===== src/design/mqrf_pkg.sv =====
// ----------------------------------------------------------------------------
// Multi-queue ring FIFO package
// Field widths, operation and status codes, and the type of the request
// that sits between the storage read and the response register.
// ----------------------------------------------------------------------------
package mqrf_pkg;

   localparam int DATA_W       = 32;
   localparam int MODE_W       = 2;
   localparam int QINDEX_W     = 2;
   localparam int STATUS_W     = 2;
   localparam int FILL_LEVEL_W = 5;
   localparam int LOST_W       = 32;

   // Operation codes carried in req_mode.
   localparam logic [MODE_W-1:0] MODE_READ  = 2'd0;
   localparam logic [MODE_W-1:0] MODE_WRITE = 2'd1;
   localparam logic [MODE_W-1:0] MODE_CLEAR = 2'd2;

   // Status codes returned in rsp_status.
   localparam logic [STATUS_W-1:0] ST_OK       = 2'd0;
   localparam logic [STATUS_W-1:0] ST_OVERFLOW = 2'd1;
   localparam logic [STATUS_W-1:0] ST_EMPTY    = 2'd2;

   // Result of one request, waiting for the word that the storage returns.
   typedef struct packed {
      logic [STATUS_W-1:0]     status;
      logic [FILL_LEVEL_W-1:0] fill_level;
      logic [LOST_W-1:0]       lost_count;
      logic                    use_ram;
   } pend_type;

endpackage


===== src/design/mqrf_ram.sv =====
// ----------------------------------------------------------------------------
// Multi-queue ring FIFO word storage
// Generic simple dual-port RAM with one write port and one registered read
// port. The read data holds its value while no read is issued.
// ----------------------------------------------------------------------------
module mqrf_ram #(
   parameter int WIDTH = 32,
   parameter int DEPTH = 64
) (
   input  logic                     clock,
   input  logic                     wr_en,
   input  logic [$clog2(DEPTH)-1:0] wr_addr,
   input  logic [WIDTH-1:0]         wr_data,
   input  logic                     rd_en,
   input  logic [$clog2(DEPTH)-1:0] rd_addr,
   output logic [WIDTH-1:0]         rd_data
);

   logic [WIDTH-1:0] mem_ff [DEPTH];
   logic [WIDTH-1:0] rd_data_ff;

   always_ff @(posedge clock) begin
      if (wr_en) begin
         mem_ff[wr_addr] <= wr_data;
      end
      if (rd_en) begin
         rd_data_ff <= mem_ff[rd_addr];
      end
   end

   assign rd_data = rd_data_ff;

endmodule


===== src/design/multi_queue_ring_fifo_top.sv =====
// ----------------------------------------------------------------------------
// Multi-queue ring FIFO
// A bank of QUEUE_COUNT ring-buffer FIFOs of 32-bit words that share one
// word storage. Each request reads, writes or clears one queue.
//
// Usage: a request (req_mode, req_queue_index, req_write_data) is taken at
// a rising edge where req_valid is high and req_stall is low. Every request
// produces exactly one response (rsp_read_data, rsp_status, rsp_fill_level,
// rsp_lost_count), taken at an edge where rsp_valid is high and rsp_stall is
// low. A read pops the oldest word or reports an empty queue; a write to a
// full queue drops the oldest word, keeps the new one and counts a lost
// word; a clear empties the queue and zeroes its lost-word counter.
// A request passes through the middle stage, where the registered storage
// read completes, and then into the response register that drives
// rsp_valid. Throughput is one request per cycle while the receiver does
// not stall, since each request touches one queue and makes at most one
// storage access. When the receiver stalls, the response register holds
// and one more request may still be taken into the middle stage; after that
// req_stall rises until the response is taken. Reset (synchronous) empties
// every queue and zeroes all lost-word counters at once; the storage itself
// is not cleared and needs no clearing pass, since a word is only read after
// it was written.
// ----------------------------------------------------------------------------
module multi_queue_ring_fifo_top #(
   parameter int QUEUE_DEPTH = 16,
   parameter int QUEUE_COUNT = 4
) (
   input  logic                               clock,
   input  logic                               reset,
   input  logic                               req_valid,
   output logic                               req_stall,
   input  logic [mqrf_pkg::MODE_W-1:0]        req_mode,
   input  logic [mqrf_pkg::QINDEX_W-1:0]      req_queue_index,
   input  logic [mqrf_pkg::DATA_W-1:0]        req_write_data,
   output logic                               rsp_valid,
   input  logic                               rsp_stall,
   output logic [mqrf_pkg::DATA_W-1:0]        rsp_read_data,
   output logic [mqrf_pkg::STATUS_W-1:0]      rsp_status,
   output logic [mqrf_pkg::FILL_LEVEL_W-1:0]  rsp_fill_level,
   output logic [mqrf_pkg::LOST_W-1:0]        rsp_lost_count
);

   // Widths derived from the queue geometry.
   localparam int PTR_W    = $clog2(QUEUE_DEPTH);
   localparam int FILL_W   = $clog2(QUEUE_DEPTH + 1);
   localparam int QIDX_W   = (QUEUE_COUNT > 1) ? $clog2(QUEUE_COUNT) : 1;
   localparam int WORDS    = QUEUE_COUNT * QUEUE_DEPTH;
   localparam int ADDR_W   = $clog2(WORDS);

   // Per-queue control state, all in flip-flops.
   logic [PTR_W-1:0]                  rd_ptr_ff  [QUEUE_COUNT];
   logic [PTR_W-1:0]                  wr_ptr_ff  [QUEUE_COUNT];
   logic [FILL_W-1:0]                 fill_ff    [QUEUE_COUNT];
   logic [mqrf_pkg::LOST_W-1:0]       lost_ff    [QUEUE_COUNT];

   // Middle stage: result of the request, waiting for the storage word.
   logic                              pend_valid_ff;
   logic                              pend_valid_in;
   mqrf_pkg::pend_type                pend_ff;
   mqrf_pkg::pend_type                pend_in;

   // Response register.
   logic                              rsp_valid_ff;
   logic                              rsp_valid_in;
   logic [mqrf_pkg::DATA_W-1:0]       rsp_read_data_ff;
   logic [mqrf_pkg::STATUS_W-1:0]     rsp_status_ff;
   logic [mqrf_pkg::FILL_LEVEL_W-1:0] rsp_fill_level_ff;
   logic [mqrf_pkg::LOST_W-1:0]       rsp_lost_count_ff;

   // Handshake.
   logic                              out_free;
   logic                              pend_move;
   logic                              accept;

   // Request decode and next queue state.
   logic                              in_range;
   logic [QIDX_W-1:0]                 q_idx;
   logic [PTR_W-1:0]                  cur_rd;
   logic [PTR_W-1:0]                  cur_wr;
   logic [FILL_W-1:0]                 cur_fill;
   logic [mqrf_pkg::LOST_W-1:0]       cur_lost;
   logic [PTR_W-1:0]                  new_rd;
   logic [PTR_W-1:0]                  new_wr;
   logic [FILL_W-1:0]                 new_fill;
   logic [mqrf_pkg::LOST_W-1:0]       new_lost;
   logic [mqrf_pkg::STATUS_W-1:0]     op_status;
   logic                              op_read;
   logic                              op_write;
   logic [ADDR_W-1:0]                 base_addr;
   logic [ADDR_W-1:0]                 ram_addr;
   logic                              ram_rd_en;
   logic                              ram_wr_en;
   logic [mqrf_pkg::DATA_W-1:0]       ram_rd_data;

   // Advance a slot number around the ring.
   function automatic logic [PTR_W-1:0] next_slot(input logic [PTR_W-1:0] p);
      next_slot = (p == PTR_W'(QUEUE_DEPTH - 1)) ? '0 : p + 1'b1;
   endfunction

   // The middle stage may move on whenever the response register is empty
   // or being taken in this cycle; a new request is taken whenever the middle
   // stage is empty or moving on.
   assign out_free  = !rsp_valid_ff || !rsp_stall;
   assign pend_move = pend_valid_ff && out_free;
   assign req_stall = pend_valid_ff && !out_free;
   assign accept    = req_valid && !req_stall;

   // Queue selection. Indexes beyond the bank give an all-zero response and
   // leave every queue alone.
   assign in_range  = 32'(req_queue_index) < 32'(QUEUE_COUNT);
   assign q_idx     = QIDX_W'(req_queue_index);
   assign cur_rd    = rd_ptr_ff[q_idx];
   assign cur_wr    = wr_ptr_ff[q_idx];
   assign cur_fill  = fill_ff[q_idx];
   assign cur_lost  = lost_ff[q_idx];
   assign base_addr = ADDR_W'(q_idx) * ADDR_W'(QUEUE_DEPTH);

   always_comb begin
      new_rd    = cur_rd;
      new_wr    = cur_wr;
      new_fill  = cur_fill;
      new_lost  = cur_lost;
      op_status = mqrf_pkg::ST_OK;
      op_read   = 1'b0;
      op_write  = 1'b0;
      case (req_mode)
         mqrf_pkg::MODE_READ: begin
            if (cur_fill == '0) begin
               op_status = mqrf_pkg::ST_EMPTY;
            end else begin
               op_read  = 1'b1;
               new_rd   = next_slot(cur_rd);
               new_fill = cur_fill - 1'b1;
            end
         end
         mqrf_pkg::MODE_WRITE: begin
            op_write = 1'b1;
            new_wr   = next_slot(cur_wr);
            if (cur_fill == FILL_W'(QUEUE_DEPTH)) begin
               // Full: the oldest word is overwritten, so head moves too.
               new_rd    = next_slot(cur_rd);
               new_lost  = cur_lost + 1'b1;
               op_status = mqrf_pkg::ST_OVERFLOW;
            end else begin
               new_fill = cur_fill + 1'b1;
            end
         end
         mqrf_pkg::MODE_CLEAR: begin
            new_rd   = '0;
            new_wr   = '0;
            new_fill = '0;
            new_lost = '0;
         end
         default: begin
            // Unused code: no operation, the queue is reported unchanged.
         end
      endcase
   end

   assign ram_rd_en = accept && in_range && op_read;
   assign ram_wr_en = accept && in_range && op_write;
   assign ram_addr  = base_addr + ADDR_W'(op_write ? cur_wr : cur_rd);

   always_comb begin
      pend_in.status     = in_range ? op_status : mqrf_pkg::ST_OK;
      pend_in.fill_level = in_range ? mqrf_pkg::FILL_LEVEL_W'(new_fill) : '0;
      pend_in.lost_count = in_range ? new_lost : '0;
      pend_in.use_ram    = in_range && op_read;
   end

   assign pend_valid_in = accept || (pend_valid_ff && !pend_move);
   assign rsp_valid_in  = pend_move || (rsp_valid_ff && !out_free);

   mqrf_ram #(
      .WIDTH (mqrf_pkg::DATA_W),
      .DEPTH (WORDS)
   ) u_ram (
      .clock   (clock),
      .wr_en   (ram_wr_en),
      .wr_addr (ram_addr),
      .wr_data (req_write_data),
      .rd_en   (ram_rd_en),
      .rd_addr (ram_addr),
      .rd_data (ram_rd_data)
   );

   // Per-queue state update.
   always_ff @(posedge clock) begin
      if (reset) begin
         for (int i = 0; i < QUEUE_COUNT; i++) begin
            rd_ptr_ff[i] <= '0;
            wr_ptr_ff[i] <= '0;
            fill_ff[i]   <= '0;
            lost_ff[i]   <= '0;
         end
      end else if (accept && in_range) begin
         rd_ptr_ff[q_idx] <= new_rd;
         wr_ptr_ff[q_idx] <= new_wr;
         fill_ff[q_idx]   <= new_fill;
         lost_ff[q_idx]   <= new_lost;
      end
   end

   // Stage valid bits.
   always_ff @(posedge clock) begin
      if (reset) begin
         pend_valid_ff <= 1'b0;
         rsp_valid_ff  <= 1'b0;
      end else begin
         pend_valid_ff <= pend_valid_in;
         rsp_valid_ff  <= rsp_valid_in;
      end
   end

   // Stage payloads. The storage word is valid while the request sits in the
   // middle stage, because no other read is issued until it moves on.
   always_ff @(posedge clock) begin
      if (accept) begin
         pend_ff <= pend_in;
      end
      if (pend_move) begin
         rsp_read_data_ff  <= pend_ff.use_ram ? ram_rd_data : '0;
         rsp_status_ff     <= pend_ff.status;
         rsp_fill_level_ff <= pend_ff.fill_level;
         rsp_lost_count_ff <= pend_ff.lost_count;
      end
   end

   assign rsp_valid      = rsp_valid_ff;
   assign rsp_read_data  = rsp_read_data_ff;
   assign rsp_status     = rsp_status_ff;
   assign rsp_fill_level = rsp_fill_level_ff;
   assign rsp_lost_count = rsp_lost_count_ff;

   // A read of an empty queue must come out as an empty status.
   a_empty_read: assert property (@(posedge clock) disable iff (reset)
      accept && in_range && (req_mode == mqrf_pkg::MODE_READ) && (cur_fill == '0)
      |=> pend_valid_ff && (pend_ff.status == mqrf_pkg::ST_EMPTY) && !pend_ff.use_ram)
      else $error("empty read did not report empty status");

   // A popped word always goes with an ok status.
   a_pop_ok: assert property (@(posedge clock) disable iff (reset)
      pend_valid_ff && pend_ff.use_ram |-> (pend_ff.status == mqrf_pkg::ST_OK))
      else $error("popped word with non-ok status");

   // Requests are held back only when both stages are occupied.
   a_stall_full: assert property (@(posedge clock) disable iff (reset)
      req_stall |-> pend_valid_ff && rsp_valid_ff)
      else $error("request stalled with a free stage");

   // No queue ever holds more words than its depth.
   for (genvar g = 0; g < QUEUE_COUNT; g++) begin : g_fill_chk
      a_fill_bound: assert property (@(posedge clock) disable iff (reset)
         fill_ff[g] <= FILL_W'(QUEUE_DEPTH))
         else $error("queue fill count above depth");
   end

endmodule


===== config.mk =====
export PLATFORM = sky130hd
export DESIGN_NAME = multi_queue_ring_fifo_top
export DESIGN_NICKNAME = d
export VERILOG_FILES = /design/src/design/mqrf_pkg.sv /design/src/design/mqrf_ram.sv /design/src/design/multi_queue_ring_fifo_top.sv
export SDC_FILE = /design/constraint.sdc
export NUM_CORES = 2
export LEC_CHECK = 0
export ABC_AREA = 1
export CAP_MARGIN = 15
export CORE_ASPECT_RATIO = 0.9
export CORE_MARGIN = 2
export CORE_UTILIZATION = 45
export DETAILED_ROUTE_END_ITERATION = 10
export DONT_BUFFER_PORTS = 1
export SLEW_MARGIN = 0
export SYNTH_ARGS = -nofsm -noshare
export SYNTH_HDL_FRONTEND = slang
export SYNTH_SLANG_ARGS = --single-unit

===== constraint.sdc =====
create_clock -name clock -period 4.89 [get_ports clock]
set_clock_uncertainty 0.05 [all_clocks]
set_input_delay 0.978 -clock clock [delete_from_list [all_inputs] [get_ports clock]]
set_output_delay 0.978 -clock clock [all_outputs]
set_load 0.005 [all_outputs]

* Word-level counts from Yosys, hierarchy flattened *
Memories as Yosys holds them, arrays and structs flattened. A register that Yosys moved wholly into a read port is not among the register bits.
Index checks and enable logic that the tools add are counted.

storage, ports and cells
  bits in registers = 113
  latch bits = 0
  memory bits (writable) = 2228
  memory bits (read-only) = 0
  input bits = 40
  word-level logic and storage cells = 84
  memories kept = 5

memory list
  name          depth  bits a word  rd ports  clocked after Yosys merged registers in  wr ports  line                             RTL
  u_ram.mem_ff  64     32           1         1                                        1         mqrf_ram.sv:19                   logic [WIDTH-1:0] mem_ff [DEPTH];
  lost_ff       4      32           1         0                                        4         multi_queue_ring_fifo_top.sv:54  logic [mqrf_pkg::LOST_W-1:0] lost_ff [QUEUE_COUNT];
  fill_ff       4      5            1         0                                        4         multi_queue_ring_fifo_top.sv:53  logic [FILL_W-1:0] fill_ff [QUEUE_COUNT];
  rd_ptr_ff     4      4            1         0                                        4         multi_queue_ring_fifo_top.sv:51  logic [PTR_W-1:0] rd_ptr_ff [QUEUE_COUNT];
  wr_ptr_ff     4      4            1         0                                        4         multi_queue_ring_fifo_top.sv:52  logic [PTR_W-1:0] wr_ptr_ff [QUEUE_COUNT];

cells by class
  add/subtract/negate cells = 6
  $mul = 0
  divide/modulo/power cells = 0
  magnitude comparators = 0
  eq/ne operators = 5
  shift-type cells = 0
  mux-type cells = 37
  bitwise gates (word level) = 0
  reduce and logical (&&, ||, !) cells = 21

operator list
  operator                 count
  $mux W32                 2
  $pmux W32 S2             1
  $add A32 B1 Y32 const B  1
  $reduce_or A32 Y1        1
  $mux W4                  7
  $mux W1                  15
  $mux W5                  3
  $pmux W5 S3              1
  $pmux W4 S3              1
  $mux W2                  5
  $add A4 B1 Y4 const B    2
  $eq A4 B4 Y1 const B     2
  $pmux W4 S2              1
  $reduce_or A4 Y1         2
  $logic_and A1 B1 Y1      7
  $add A6 B4 Y6            1
  $add A5 B1 Y5 const B    1
  $eq A5 B5 Y1 const B     1
  $logic_not A1 Y1         5
  $logic_not A5 Y1         1
  $reduce_or A5 Y1         1
  $sub A5 B1 Y5 const B    1
  $pmux W2 S2              1
  $logic_or A1 B1 Y1       3
  other kinds (3)          3

* Logic depth before layout (Yosys ltp) *
  depth in word-level cells = 11
  depth in mapped cells = 19
  mapped depth without buffers = 15

* Modules after synthesis *
Synthesis repeated with hierarchy kept, for this count alone.

unflattened totals
  cells, all modules = 8220
  area, all modules = 96938.0 µm²

by module, submodules not included
  module                     instances  cells each  area an instance (µm²)  sequential area each (µm²)
  mqrf_ram                   1          6769        83058.4                 62459.9
  multi_queue_ring_fifo_top  1          1451        13879.6                 8778.4

* Worst setup path after synthesis *
No wires, ideal clock.

  kind = input-to-reg
  from = in rsp_stall
  to = mem fill_ff[3][0] (netlist bit), enable pin
  library setup time = 0.510 ns
  arrival time = 4.492 ns
  data required time = 4.330 ns
  slack = -0.162 ns
  stages = 5
  path through = nand2_1 > nor2_1 > inv_1 > nand2_1 > o21ai_0

RTL lines
  element             line                             RTL
  start: declaration  multi_queue_ring_fifo_top.sv:36  input logic rsp_stall,
  end: declaration    multi_queue_ring_fifo_top.sv:53

* Final worst setup path *
  from = in req_mode[1] (netlist bit)
  to = reg u_ram.rd_data_ff[20], in the netlist u_ram.rd_data[20] (read register of u_ram.mem_ff) (data pin)

between the ends
  cells in the longest elaborated chain, start to end = 4
  elaborated cells on any way between the ends = 7
  classes of those cells = 1 x add/sub; 1 x eq/ne; 3 x mux; 2 x reduce/logical

RTL lines
  element             line                              RTL
  start: declaration  multi_queue_ring_fifo_top.sv:32   input logic [mqrf_pkg::MODE_W-1:0] req_mode,
  $eq A2 B1 Y1        multi_queue_ring_fifo_top.sv:126  case (req_mode)
  $mux W1             multi_queue_ring_fifo_top.sv:126
  $mux W4             multi_queue_ring_fifo_top.sv:162  assign ram_addr = base_addr + ADDR_W'(op_write ? cur_wr : cur_rd);
  $add A6 B4 Y6       multi_queue_ring_fifo_top.sv:162
  end: declaration    mqrf_ram.sv:20                    logic [WIDTH-1:0] rd_data_ff;

Several ways; a longest one is shown, not always the timed one.
A chain may end at the register's enable or synchronous reset.

==> results.ini <==
[placement]
place_congestion=0.858
place_area_sq_um=103000
buffer_ports.inserted=0
dp.cells=11600
detailedPlace.worstSlack_ps=312
place.detailed.hpwl_microns=157000

[yosys]
ys_dominant_reg_cell=sky130_fd_sc_hd__edfxtp_1
synth-edff-count=2371
postSynthRegisterBits=2373
syn_area_sq_um=98800
synth_cells=9013
synth.lib_cells_used.distinct=46
synth_async_sr_flop_share_pct=0
synth.net_count=9061
synth_sequential_area_ratio_pct=72.1
ys_warn_count=0
syn_avg_cell_area_sq_um=11.0

[global_routing]
maximum_number_of_pins_on_one_net_before_global_route_repair=151
first_global_vias=62300
gr_overflow_total=0
globalRouteTotalUtil_pct=24.6
antenna_found_initial=12
first_pass_grt_wire_length_microns=413000

[worst_setup_path]
crit_path_end=u_ram.rd_data[20]$_DFFE_PP_
worstPathRequired_ps=5430
worstSetupEndpointType=register
startpoint_type=input port
crit_fanout=118
critPathArrivalTime_ps=4400
reg2reg_setup_slack_ps=1100
count_of_cells_along_the_worst_register_to_register_path=15
rr_startpoint=wr_ptr_ff[2][0]$_SDFFCE_PN0P_
timing_worst_setup_path_type=in2reg
cp-startpoint=req_mode[1]
timing.rr.end=u_ram.rd_data[20]$_DFFE_PP_

[sta]
max_slew_margin_pct=34.5
hold_viol_final=0
finalCriticalPeriod_ps=3850
timing_max_transition_violations_final=0
period_share_pct=78.8
worst-slew-pin-transition_ps=978
setup-violations-final=0
whs_ps=131
timing.final.ws_setup_ps=1040
rsz0062_at_grt=no
timing.setup.tns_ps=0
timing.fmax_ghz=0.259

[final_layout]
final_core_util_pct=50.5
final_area_sq_um=111000
layout-drive-gt1-share_pct=8.06
syn2layout_area_growth_pct=11.9
nNetsFinal=9034
finish.cell_count_without_fillers=12100

[min_path]
hold_path_class=in2reg
hold_path_startpoint=reset

[cts]
clkLatencyLatePin_ps=880
number_of_buffers_inserted_during_clock_tree_synthesis=228
ctsResizeCount=0
cts.reportedPaths.clkPinSlew_ps=60
h-tree-depth=4
cts_tree=done
clockBufferDepth=3
clock_tree.root_cell=sky130_fd_sc_hd__clkbuf_16
cts_num_sinks=2373
postCtsHoldBufs=0
cts_setup_buffers=0

[power_and_ir_drop]
post-layout-total-power_mw=43.7
switching_share_pct=24.4
power_leakage_nw=43.5
internal-power_mw=33.0
power.combinational.fraction_pct=8.9
power.switching_mw=10.7
p_seq_share_pct=51.9
p_per_area_nw_per_um2=395
power_frac_clock_pct=39.1
vdd_drop_max_mv=0.289

[floorplanning]
die_height_microns=449
initial_util_pct=45.2
floorplan.rows=163
core_sq_um=219000
fp.dieArea_sq_um=223000
die-width_microns=498
io_pins=113

[job]
maxCapViolations=0

[routing]
post_drt_wl_per_cell_microns=23.2
vias_per_cell=5.43
drt-pass1-iter-count=6
total_via_count_after_detailed_routing=65600
finalWirelength_microns=280000
antenna_left=0
drt_drc_violations_left=0
detail_route.iter0.violations=7684

[outcome]
status=finished, final reports clean

## routing by layer
metal	vias to the layer above	track usage, %	wire (microns)
li1	30400	-	-
met1	32000	34.4	117000
met2	2730	39.5	132000
met3	437	4.72	24100
met4	6	6.69	7150
met5	-	0	46
## state kept, by name, indices dropped and copies added (netlist names), 20 cells and up, named ones only
signal,cells
u_ram.mem_ff,2048
lost_ff,128
pend_ff,40
rsp_lost_count,32
rsp_read_data,32
u_ram.rd_data,32
fill_ff,20
## worst max-delay path, stage by stage
cell                      delay [ps]
sky130_fd_sc_hd__inv_1            40
sky130_fd_sc_hd__ha_1            220
sky130_fd_sc_hd__inv_1           260
sky130_fd_sc_hd__nand3_4         330
sky130_fd_sc_hd__nand2_8         410
sky130_fd_sc_hd__inv_8           180
sky130_fd_sc_hd__buf_12          310
sky130_fd_sc_hd__nand2_1         160
sky130_fd_sc_hd__nand2_1          60
sky130_fd_sc_hd__nand2_1          50
sky130_fd_sc_hd__nand2_1          60
sky130_fd_sc_hd__o21ai_0         630
sky130_fd_sc_hd__nand2_1         110
sky130_fd_sc_hd__nor2_1          380
sky130_fd_sc_hd__nand2_1          90
## worst min path at each step
| stage | to | slack (ps) | depth (start not counted) |
|---|---|---|---|
| 2_1_floorplan | rsp_fill_level[0]$_DFFE_PP_ | 350 | 0 |
| 3_3_place_gp | rsp_lost_count[6]$_DFFE_PP_ | 350 | 0 |
| 3_5_place_dp | rsp_fill_level[1]$_DFFE_PP_ | 350 | 0 |
| 4_1_cts | register | 70 | 1 |
| 5_1_grt | pend_valid_ff$_SDFF_PP0_ | 90 | 1 |
| 6_report | register | 130 | 1 |
## synthesized netlist by cell type (15+ instances only)
master | instances | area share (%)
sky130_fd_sc_hd__nand2_1 | 4369 | 17
sky130_fd_sc_hd__nand3_1 | 826 | 4.2
sky130_fd_sc_hd__nand4_1 | 22 | 0.14
sky130_fd_sc_hd__inv_2 | 21 | 0.080
sky130_fd_sc_hd__buf_1 | 35 | 0.13
sky130_fd_sc_hd__edfxtp_1 | 2371 | 72
sky130_fd_sc_hd__nand2_2 | 16 | 0.10
sky130_fd_sc_hd__inv_1 | 120 | 0.46
sky130_fd_sc_hd__o21ai_1 | 216 | 1.1
sky130_fd_sc_hd__nor2_2 | 28 | 0.18
sky130_fd_sc_hd__o21ai_0 | 56 | 0.28
sky130_fd_sc_hd__nand3_2 | 24 | 0.24
sky130_fd_sc_hd__buf_2 | 258 | 1.3
sky130_fd_sc_hd__nor2_1 | 360 | 1.4
sky130_fd_sc_hd__clkbuf_1 | 172 | 0.65
sky130_fd_sc_hd__buf_6 | 15 | 0.17
## power groups by stage
stage          combinational (mW)  sequential, mW  clock [mW]
2_1_floorplan                2.49            23.1           0
3_3_place_gp                 3.84            23.1           0
3_5_place_dp                 3.86            23.1           0
4_1_cts                      3.87            22.7        17.3
5_1_grt                      4.29            22.7        18.2
6_report                     3.90            22.7        17.1
## cells in the final DEF (no fill, tap or decap), drive strengths merged, types with 2 or more instances in the layout
cell type,Yosys,final
a21o,3,3
a21oi,14,14
a22oi,4,4
buf,319,234
bufinv,0,14
clkbuf,172,291
clkinv,2,115
clkinvlp,0,5
dfxtp,2,2
edfxtp,2371,2371
ha,8,8
inv,143,149
nand2,4387,4387
nand3,851,851
nand3b,3,3
nand4,35,35
nor2,402,402
nor3,5,5
o211ai,4,4
o21ai,272,272
or2,6,6
xor2,4,4
## area by class of cell
type | instances | area [sq um]
Antenna cell | 1 | 2.50
Tap cell | 2887 | 3610
Fill cell | 19000 | 108000
Clock buffer | 291 | 6030
Multi-Input combinational cell | 6004 | 25300
Sequential cell | 2373 | 71200
Clock inverter | 138 | 1130
Inverter | 145 | 558
Timing Repair Buffer | 234 | 2680
## cell families after synthesis
group | Yosys count | synth area share [%]
AND/OR/NAND/NOR | 5692 | 23.3
flip-flops | 2373 | 72.1
buffers and inverters | 636 | 2.91
AO/OA/AOI/OAI | 299 | 1.56
adder cells (fa/ha/maj) | 8 | 0.101
XOR/XNOR | 5 | 0.0443
(Power assumes the default switching activity.)
